--- src/hdl/mfmtf_pkg.sv ---
// ---------------------------------------------------------------------------
// MFM track formatter package
// Shared types, constants and the byte-wide CRC-16 update.
// ---------------------------------------------------------------------------
package mfmtf_pkg;

   localparam int MAX_SECTOR_BYTES = 1024;

   localparam int CSR_INDEX_W = 3;
   localparam int CSR_DATA_W  = 14;

   localparam logic [CSR_INDEX_W-1:0] CSR_TRACK_NUMBER      = 3'd0;
   localparam logic [CSR_INDEX_W-1:0] CSR_SIDE_NUMBER       = 3'd1;
   localparam logic [CSR_INDEX_W-1:0] CSR_SECTORS_PER_TRACK = 3'd2;
   localparam logic [CSR_INDEX_W-1:0] CSR_SECTOR_BYTES      = 3'd3;
   localparam logic [CSR_INDEX_W-1:0] CSR_TRACK_LENGTH      = 3'd4;

   localparam logic [7:0]  RESET_SECTORS_PER_TRACK = 8'd9;
   localparam logic [10:0] RESET_SECTOR_BYTES      = 11'd512;
   localparam logic [13:0] RESET_TRACK_LENGTH      = 14'd6250;

   localparam logic [7:0] BYTE_GAP   = 8'h4E;
   localparam logic [7:0] BYTE_SYNC  = 8'h00;
   localparam logic [7:0] BYTE_MARK  = 8'hA1;
   localparam logic [7:0] BYTE_IAM   = 8'hFC;
   localparam logic [7:0] BYTE_IDAM  = 8'hFE;
   localparam logic [7:0] BYTE_DAM   = 8'hFB;
   localparam logic [7:0] BYTE_BLANK = 8'hE5;

   localparam logic [10:0] LEN_GAP4A = 11'd80;
   localparam logic [10:0] LEN_GAP1  = 11'd50;
   localparam logic [10:0] LEN_GAP2  = 11'd22;
   localparam logic [10:0] LEN_GAP3  = 11'd54;
   localparam logic [10:0] LEN_SYNC  = 11'd12;
   localparam logic [10:0] LEN_MARK  = 11'd4;
   localparam logic [10:0] LEN_CRC   = 11'd2;

   localparam logic [15:0] CRC_INIT = 16'hFFFF;
   localparam logic [15:0] CRC_POLY = 16'h1021;

   typedef struct packed {
      logic [7:0] data_byte;
      logic       data_present;
      logic       sector_blank;
   } req_type;

   typedef struct packed {
      logic [7:0] track_byte;
      logic       took_data;
      logic       sync_mark;
      logic       is_last;
   } rsp_type;

   typedef struct packed {
      logic [7:0]  track_number;
      logic [7:0]  side_number;
      logic [7:0]  sectors_per_track;
      logic [10:0] sector_bytes;
      logic [13:0] track_length;
   } cfg_type;

   function automatic logic [15:0] crc_byte(input logic [15:0] crc, input logic [7:0] b);
      logic [15:0] x;
      x = crc ^ {b, 8'h00};
      for (int i = 0; i < 8; i++) begin
         x = x[15] ? ((x << 1) ^ CRC_POLY) : (x << 1);
      end
      return x;
   endfunction

endpackage

--- src/hdl/mfmtf_csr.sv ---
// ---------------------------------------------------------------------------
// MFM track formatter configuration registers
// Holds the track, side, sector count, sector size and track length.
// ---------------------------------------------------------------------------
module mfmtf_csr
   import mfmtf_pkg::*;
(
   input  logic                   clock,
   input  logic                   reset,
   input  logic                   csr_valid,
   output logic                   csr_ready,
   input  logic [CSR_INDEX_W-1:0] csr_index,
   input  logic [CSR_DATA_W-1:0]  csr_data,
   output cfg_type                cfg
);

   cfg_type cfg_ff;
   cfg_type cfg_in;

   assign csr_ready = 1'b1;
   assign cfg = cfg_ff;

   always_comb begin
      cfg_in = cfg_ff;
      if (csr_valid) begin
         unique case (csr_index)
            CSR_TRACK_NUMBER:      cfg_in.track_number      = csr_data[7:0];
            CSR_SIDE_NUMBER:       cfg_in.side_number       = csr_data[7:0];
            CSR_SECTORS_PER_TRACK: cfg_in.sectors_per_track = csr_data[7:0];
            CSR_SECTOR_BYTES:      cfg_in.sector_bytes      = csr_data[10:0];
            CSR_TRACK_LENGTH:      cfg_in.track_length      = csr_data[13:0];
            default: ;
         endcase
      end
   end

   always_ff @(posedge clock) begin
      if (reset) begin
         cfg_ff.track_number      <= 8'd0;
         cfg_ff.side_number       <= 8'd0;
         cfg_ff.sectors_per_track <= RESET_SECTORS_PER_TRACK;
         cfg_ff.sector_bytes      <= RESET_SECTOR_BYTES;
         cfg_ff.track_length      <= RESET_TRACK_LENGTH;
      end else begin
         cfg_ff <= cfg_in;
      end
   end

endmodule

--- src/hdl/mfmtf_sequencer.sv ---
// ---------------------------------------------------------------------------
// MFM track formatter sequencer
// Walks the track layout one byte per request and keeps the running CRC.
// ---------------------------------------------------------------------------
module mfmtf_sequencer
   import mfmtf_pkg::*;
#(
   parameter int SECTOR_LIMIT = MAX_SECTOR_BYTES
)
(
   input  logic    clock,
   input  logic    reset,
   input  cfg_type cfg,
   input  logic    advance,
   input  req_type req,
   output rsp_type rsp
);

   localparam logic [3:0] PH_GAP4A = 4'd0;
   localparam logic [3:0] PH_ISYNC = 4'd1;
   localparam logic [3:0] PH_IAM   = 4'd2;
   localparam logic [3:0] PH_GAP1  = 4'd3;
   localparam logic [3:0] PH_SSYNC = 4'd4;
   localparam logic [3:0] PH_IDAM  = 4'd5;
   localparam logic [3:0] PH_IDF   = 4'd6;
   localparam logic [3:0] PH_IDCRC = 4'd7;
   localparam logic [3:0] PH_GAP2  = 4'd8;
   localparam logic [3:0] PH_DSYNC = 4'd9;
   localparam logic [3:0] PH_DAM   = 4'd10;
   localparam logic [3:0] PH_DATA  = 4'd11;
   localparam logic [3:0] PH_DCRC  = 4'd12;
   localparam logic [3:0] PH_GAP3  = 4'd13;
   localparam logic [3:0] PH_FILL  = 4'd14;

   logic [3:0]  phase_ff, phase_in;
   logic [10:0] seg_ff, seg_in;
   logic [7:0]  sector_ff, sector_in;
   logic [13:0] count_ff, count_in;
   logic [15:0] crc_ff, crc_in;

   logic [10:0] data_len;
   logic [10:0] seg_len;
   logic [11:0] seg_inc;
   logic [7:0]  sector_inc;
   logic [7:0]  out_byte;
   logic [15:0] crc_base;
   logic        took, sync, last, end_struct;

   assign data_len = ({3'b000, cfg.sector_bytes} > 14'(SECTOR_LIMIT)) ?
                     11'(SECTOR_LIMIT) : cfg.sector_bytes;
   assign seg_inc    = {1'b0, seg_ff} + 12'd1;
   assign sector_inc = sector_ff + 8'd1;

   always_comb begin
      unique case (phase_ff)
         PH_GAP4A: seg_len = LEN_GAP4A;
         PH_GAP1:  seg_len = LEN_GAP1;
         PH_GAP2:  seg_len = LEN_GAP2;
         PH_GAP3:  seg_len = LEN_GAP3;
         PH_ISYNC, PH_SSYNC, PH_DSYNC: seg_len = LEN_SYNC;
         PH_IAM, PH_IDAM, PH_DAM, PH_IDF: seg_len = LEN_MARK;
         PH_IDCRC, PH_DCRC: seg_len = LEN_CRC;
         PH_DATA:  seg_len = data_len;
         default:  seg_len = 11'd1;
      endcase
   end

   always_comb begin
      out_byte = BYTE_GAP;
      took     = 1'b0;
      sync     = 1'b0;
      unique case (phase_ff)
         PH_ISYNC, PH_SSYNC, PH_DSYNC: out_byte = BYTE_SYNC;
         PH_IAM, PH_IDAM, PH_DAM: begin
            if (seg_ff < 11'd3) begin
               out_byte = BYTE_MARK;
               sync     = 1'b1;
            end else if (phase_ff == PH_IAM) begin
               out_byte = BYTE_IAM;
            end else if (phase_ff == PH_IDAM) begin
               out_byte = BYTE_IDAM;
            end else begin
               out_byte = BYTE_DAM;
            end
         end
         PH_IDF: begin
            if (seg_ff == 11'd0) begin
               out_byte = cfg.track_number;
            end else if (seg_ff == 11'd1) begin
               out_byte = cfg.side_number;
            end else if (seg_ff == 11'd2) begin
               out_byte = sector_inc;
            end else if (data_len >= 11'd1024) begin
               out_byte = 8'd3;
            end else if (data_len >= 11'd512) begin
               out_byte = 8'd2;
            end else if (data_len >= 11'd256) begin
               out_byte = 8'd1;
            end else begin
               out_byte = 8'd0;
            end
         end
         PH_IDCRC, PH_DCRC: out_byte = (seg_ff == 11'd0) ? crc_ff[15:8] : crc_ff[7:0];
         PH_DATA: begin
            took = 1'b1;
            if (req.sector_blank) begin
               out_byte = BYTE_BLANK;
            end else if (req.data_present) begin
               out_byte = req.data_byte;
            end else begin
               out_byte = BYTE_SYNC;
            end
         end
         default: out_byte = BYTE_GAP;
      endcase
   end

   always_comb begin
      phase_in   = phase_ff;
      seg_in     = seg_ff;
      sector_in  = sector_ff;
      crc_in     = crc_ff;
      last       = 1'b0;
      end_struct = 1'b0;
      crc_base   = (seg_ff == 11'd0) ? CRC_INIT : crc_ff;

      if (phase_ff == PH_IDAM || phase_ff == PH_DAM) begin
         crc_in = crc_byte(crc_base, out_byte);
      end else if (phase_ff == PH_IDF || phase_ff == PH_DATA) begin
         crc_in = crc_byte(crc_ff, out_byte);
      end

      count_in = (count_ff == 14'h3FFF) ? count_ff : count_ff + 14'd1;

      if (phase_ff == PH_FILL) begin
         last = (count_in >= cfg.track_length);
      end else if (seg_inc >= {1'b0, seg_len}) begin
         seg_in = 11'd0;
         unique case (phase_ff)
            PH_GAP1: begin
               if (cfg.sectors_per_track == 8'd0) begin
                  end_struct = 1'b1;
               end else begin
                  phase_in = PH_SSYNC;
               end
            end
            PH_DAM: phase_in = (data_len == 11'd0) ? PH_DCRC : PH_DATA;
            PH_GAP3: begin
               sector_in = sector_inc;
               if (sector_inc >= cfg.sectors_per_track || sector_inc == 8'd0) begin
                  end_struct = 1'b1;
               end else begin
                  phase_in = PH_SSYNC;
               end
            end
            default: phase_in = phase_ff + 4'd1;
         endcase
         if (end_struct) begin
            if (count_in >= cfg.track_length) begin
               last = 1'b1;
            end else begin
               phase_in = PH_FILL;
            end
         end
      end else begin
         seg_in = seg_inc[10:0];
      end

      if (last) begin
         phase_in  = PH_GAP4A;
         seg_in    = 11'd0;
         sector_in = 8'd0;
         count_in  = 14'd0;
         crc_in    = CRC_INIT;
      end
   end

   assign rsp.track_byte = out_byte;
   assign rsp.took_data  = took;
   assign rsp.sync_mark  = sync;
   assign rsp.is_last    = last;

   always_ff @(posedge clock) begin
      if (reset) begin
         phase_ff  <= PH_GAP4A;
         seg_ff    <= 11'd0;
         sector_ff <= 8'd0;
         count_ff  <= 14'd0;
         crc_ff    <= CRC_INIT;
      end else if (advance) begin
         phase_ff  <= phase_in;
         seg_ff    <= seg_in;
         sector_ff <= sector_in;
         count_ff  <= count_in;
         crc_ff    <= crc_in;
      end
   end

endmodule

--- src/hdl/mfm_track_formatter.sv ---
// ---------------------------------------------------------------------------
// MFM track formatter
// Emits one formatted double-density track byte for every request taken.
// ---------------------------------------------------------------------------
// Every request yields exactly one result, and a new request can be taken on
// every clock while the result is not stalled, so the sustained rate is one
// byte per cycle. A request passes an input register, the sequencer step
// (layout counters and a byte-wide CRC-16 update) and a result register.
// After the byte marked is_last the next request starts a new track.
// ---------------------------------------------------------------------------
module mfm_track_formatter
   import mfmtf_pkg::*;
#(
   parameter int SECTOR_LIMIT = MAX_SECTOR_BYTES
)
(
   input  logic                   clock,
   input  logic                   reset,
   input  logic                   req_valid,
   output logic                   req_stall,
   input  req_type                req_payload,
   output logic                   rsp_valid,
   input  logic                   rsp_stall,
   output rsp_type                rsp_payload,
   input  logic                   csr_valid,
   output logic                   csr_ready,
   input  logic [CSR_INDEX_W-1:0] csr_index,
   input  logic [CSR_DATA_W-1:0]  csr_data
);

   cfg_type cfg;
   req_type req_ff;
   logic    req_valid_ff, req_valid_in;
   rsp_type rsp_ff, rsp_next;
   logic    rsp_valid_ff, rsp_valid_in;
   logic    out_free, advance, take;

   assign out_free  = !rsp_valid_ff || !rsp_stall;
   assign advance   = req_valid_ff && out_free;
   assign req_stall = req_valid_ff && !out_free;
   assign take      = req_valid && !req_stall;

   assign req_valid_in = take ? 1'b1 : (advance ? 1'b0 : req_valid_ff);
   assign rsp_valid_in = advance ? 1'b1 : (rsp_stall ? rsp_valid_ff : 1'b0);

   mfmtf_csr u_csr (
      .clock     (clock),
      .reset     (reset),
      .csr_valid (csr_valid),
      .csr_ready (csr_ready),
      .csr_index (csr_index),
      .csr_data  (csr_data),
      .cfg       (cfg)
   );

   mfmtf_sequencer #(
      .SECTOR_LIMIT (SECTOR_LIMIT)
   ) u_sequencer (
      .clock   (clock),
      .reset   (reset),
      .cfg     (cfg),
      .advance (advance),
      .req     (req_ff),
      .rsp     (rsp_next)
   );

   always_ff @(posedge clock) begin
      if (reset) begin
         req_valid_ff <= 1'b0;
         rsp_valid_ff <= 1'b0;
      end else begin
         req_valid_ff <= req_valid_in;
         rsp_valid_ff <= rsp_valid_in;
      end
   end

   always_ff @(posedge clock) begin
      if (take) begin
         req_ff <= req_payload;
      end
      if (advance) begin
         rsp_ff <= rsp_next;
      end
   end

   assign rsp_valid   = rsp_valid_ff;
   assign rsp_payload = rsp_ff;

endmodule

--- config.mk ---
export PLATFORM = sky130hd
export DESIGN_NAME = mfm_track_formatter
export DESIGN_NICKNAME = d
export VERILOG_FILES = /design/src/hdl/mfmtf_pkg.sv /design/src/hdl/mfmtf_csr.sv /design/src/hdl/mfmtf_sequencer.sv /design/src/hdl/mfm_track_formatter.sv
export SDC_FILE = /design/constraint.sdc
export NUM_CORES = 1
export LEC_CHECK = 0
export BUFFER_PORTS_ARGS = -buffer_cell sky130_fd_sc_hd__buf_4
export CORE_MARGIN = 2
export CORE_UTILIZATION = 45
export DETAILED_ROUTE_END_ITERATION = 10
export GPL_ROUTABILITY_DRIVEN = 0
export PLACE_DENSITY = 0.68
export SETUP_SLACK_MARGIN = 0.02
export SYNTH_ARGS = -nofsm -noshare
export SYNTH_HDL_FRONTEND = slang
export SYNTH_HIERARCHICAL = 1
export SYNTH_SLANG_ARGS = --single-unit
--- constraint.sdc ---
create_clock -name clock -period 11.55 [get_ports clock]
set_clock_uncertainty 0.1 [all_clocks]
set_input_delay 1.155 -clock clock [delete_from_list [all_inputs] [get_ports clock]]
set_output_delay 1.155 -clock clock [all_outputs]
set_load 0.05 [all_outputs]
==> qor.txt <==
number of enable flip-flop cells after synthesis: 21
WL/cell: 16.95 µm
Core Region: 17300 µm²
Comb power frac: 6.9%
met2 usage: 33.61%
Sequential Power Share: 44.3%
Startpoint Class: flip-flop
Setup Buffers After CTS: 0
gr busiest metal: met2
global-route wire length before repair: 31.25 mm
port bufs: 44
non-filler cells, final: 1156
post-synthesis sequential area ratio: 34.07%
DRT antenna net count: 0
Leak: 3.515 nW
WL final: 19.59 mm
clock power share: 48.9%
Starting Density: 46.03%
Syn Area/Cell: 8.826 µm²
nets: 993
Layout Utilization: 51.60%
pre-CTS WS: 6.962 ns
Synth Flop Type: dfxtp_1
synth unique cells: 78
worst skew pair latency: 0.43 ns
TritonRoute pass-1 iters: 5
ANT cells: 0
M1 GR Usage: 29.76%
YS warnings: 6
CP Max Fanout: 11
Worst VDD drop: 104.1 µV
crit path kind: reg2reg
ys async rst share: 0%
number of synthesized register bits: 125
DP Cell Count: 1124
CTS tree: built
Rows: 48
area grow syn2layout: 12.10%
number of global-route vias before repair: 5966
fin worst setup slack: 6.893 ns
Cell Pwr Density: 115.9 nW/µm²
root buf cell: clkbuf_16
share of layout cells above drive strength 1: 11.17%
die extent in x: 137.0 µm
Setup crit end kind: flip-flop
Longest Clk Path Bufs: 2
Die Ht: 137.0 µm
Slew Viols, Final: 0
Tightest Pin Transition: 1.202 ns
post-synth top area share: 26.15%
setup tns final: 0 ns
Die Area: 18770 µm²
htree depth: 4
post-detail-place hpwl: 14.36 mm
Int Power: 0.7865 mW
status: completed
CTS buffer count: 17
Num Clock Sinks: 125
Slew HR: 19.71%
ratio of final minimum period to clock period: 40.32%
CTS resizes: 0
Crit path required time: 11.80 ns
Synthesized Nets: 977
IO Pins: 46
detailed-route DRC error count: 0
endpoints failing setup: 0
Post-CTS Hold Buffers: 0
Hold WC Path Type: reg2reg
post-synthesis cell count: 902
via density per instance: 5.719
DRT iter0 DRCs: 443
fmax: 0.2147 GHz
net switching power: 0.2482 mW
overall power: 1.035 mW
met3 usage: 4.074%
Tot GR Track Use: 21.42%
Layout fillers: 1626
Final Hold Vio Count: 0
routed vias: 6611
top cells by area, synth: dfxtp_1 (26%), edfxtp_1 (7.9%), mux2i_1 (6.8%)
initial antenna violation count: 0
RSZ-0062 raised after global routing: false
Reg clk slew, reported paths: 0.06 ns
Arrival @ worst endpoint: 4.91 ns
largest net degree at the start of global routing: 83
max-cap violations: 0
Tmin final: 4.657 ns
cell taking the most area after synthesis: dfxtp_1
Netlist Area Pre-Place: 7961 µm²
total gr overflow: 0
switching share of power: 23.98%
## worst paths after layout
path / endpoint / from / cells past startpoint / slack [ns]
worst max-delay path: u_sequencer/sector_ff[3] / u_sequencer/count_ff[4] / 14 / 6.89
worst min-delay path: u_csr/cfg[41] / u_csr/cfg[41] / 2 / 0.38
worst max register to register: u_sequencer/sector_ff[3] / u_sequencer/count_ff[4] / 14 / 6.89
worst min register to register: u_csr/cfg[41] / u_csr/cfg[41] / 2 / 0.38
## metal layers
| layer | vias up | part of all wire, % |
|---|---|---|
| li1 | 3260 | - |
| met1 | 3125 | 47 |
| met2 | 204 | 46 |
| met3 | 22 | 5.8 |
| met4 | 0 | 1.5 |
| met5 | - | 0 |
## state kept, by name (all words and copies together) (netlist names)
signal / cells
req_ff: 10
req_valid_ff: 1
rsp_payload: 11
rsp_valid: 1
u_csr/cfg: 49
u_sequencer/count_ff: 14
u_sequencer/crc_ff: 16
u_sequencer/phase_ff: 4
u_sequencer/sector_ff: 8
u_sequencer/seg_ff: 11
## kinds of logic after synthesis
logic type                 after synthesis  synth area share (%)
and+or+nand+nor                        318                 21.96
xor gates and xnor gates                62                 7.104
DFF                                    125                 34.07
adders and majority gates               43                 6.758
AOI/OAI and AO/OA                      196                 17.26
buffers and inverters                   97                 5.171
muxes                                   60                 7.638
other                                    1               0.04710
## power by group through the flow
stage | combinational [mW] | sequential [mW] | clock (mW)
6_report | 0.0710 | 0.458 | 0.506
5_1_grt | 0.0773 | 0.459 | 0.529
4_1_cts | 0.0710 | 0.458 | 0.512
3_5_place_dp | 0.0708 | 0.467 | 0
3_3_place_gp | 0.0700 | 0.467 | 0
2_1_floorplan | 0.0415 | 0.470 | 0
## cell usage in the layout (no fill, tap or decap), drive strengths merged, types with 5 or more instances in the layout
master	Yosys	routed
a22o	5	5
a21o	14	14
nor2	67	67
nor2b	6	6
a211oi	7	7
o21a	7	7
nand3b	6	6
a21oi	53	53
xor2	22	22
ha	43	43
edfxtp	21	21
nand3	40	40
nand4	13	13
a31oi	9	9
or3	5	5
mux2i	54	54
dfxtp	104	104
a22oi	8	8
nor3	12	12
and3	6	6
nand2	56	56
and2	7	7
clkbuf	33	22
inv	47	49
nor4	10	10
a221oi	9	9
mux2	6	6
nand2b	73	73
o21ai	37	37
buf	17	47
o32a	14	14
xnor2	40	40
## synthesized netlist by cell type (3+ instances only)
master       n
xor2_1      19
nand3b_1     6
o21ai_0     33
nand3_1     39
mux2_2       6
nor3_1      11
and3_1       6
nand2_1     55
edfxtp_1    21
buf_2        8
dfxtp_1    104
a221oi_1     8
o211ai_1     3
buf_6        3
a21oi_1     52
a22oi_1      8
nand2b_1    73
and4_1       3
a21o_1      14
a22o_1       5
o32a_1      13
nor2b_1      6
or3_1        5
o21bai_1     3
nor2_1      66
o31ai_1      3
o221a_2      3
inv_1       47
and4bb_1     3
clkbuf_1    33
and2_1       7
nand4bb_1    3
buf_4        4
xor2_2       3
ha_1        43
nor4_1       8
a31oi_1      9
mux2i_1     54
a211oi_1     6
o21a_1       7
a21boi_0     3
nand4_1     12
xnor2_1     40
## worst max-delay path, cell delays in order (launching register included)
cell       delay [ns]
dfxtp_1          0.45
and4_1           0.30
and4_1           0.28
nand4_1          0.31
nand2_1          0.33
nor3_1           0.13
xor2_1           0.16
ha_1             0.30
a21o_1           0.16
a21o_1           0.16
a221oi_1         0.34
o31ai_1          0.19
a2111oi_2        1.03
a21oi_1          0.17
o21ai_0          0.17
## through the flow
| stage | hold WS (ns) | cell area, µm² |
|---|---|---|
| after detailed placement | 0.3727 | 8372 |
| final | 0.3827 | 8925 |
| after CTS | 0.3854 | 8925 |
| after global routing | 0.4087 | 8925 |
| after floorplan | 0.3441 | 7961 |
| after global placement | 0.3619 | 8372 |
## cell type report
class	instances	area, µm²	area share, %
inverter	47	176.4	1.977
clock inverter	10	87.58	0.9814
sequential	125	2713	30.39
timing repair buffer	47	352.8	3.953
multi-input combinational	680	4848	54.32
tap	225	281.5	3.154
clock buffer	22	465.4	5.215
No activity file was read; power rests on OpenSTA's default activity.
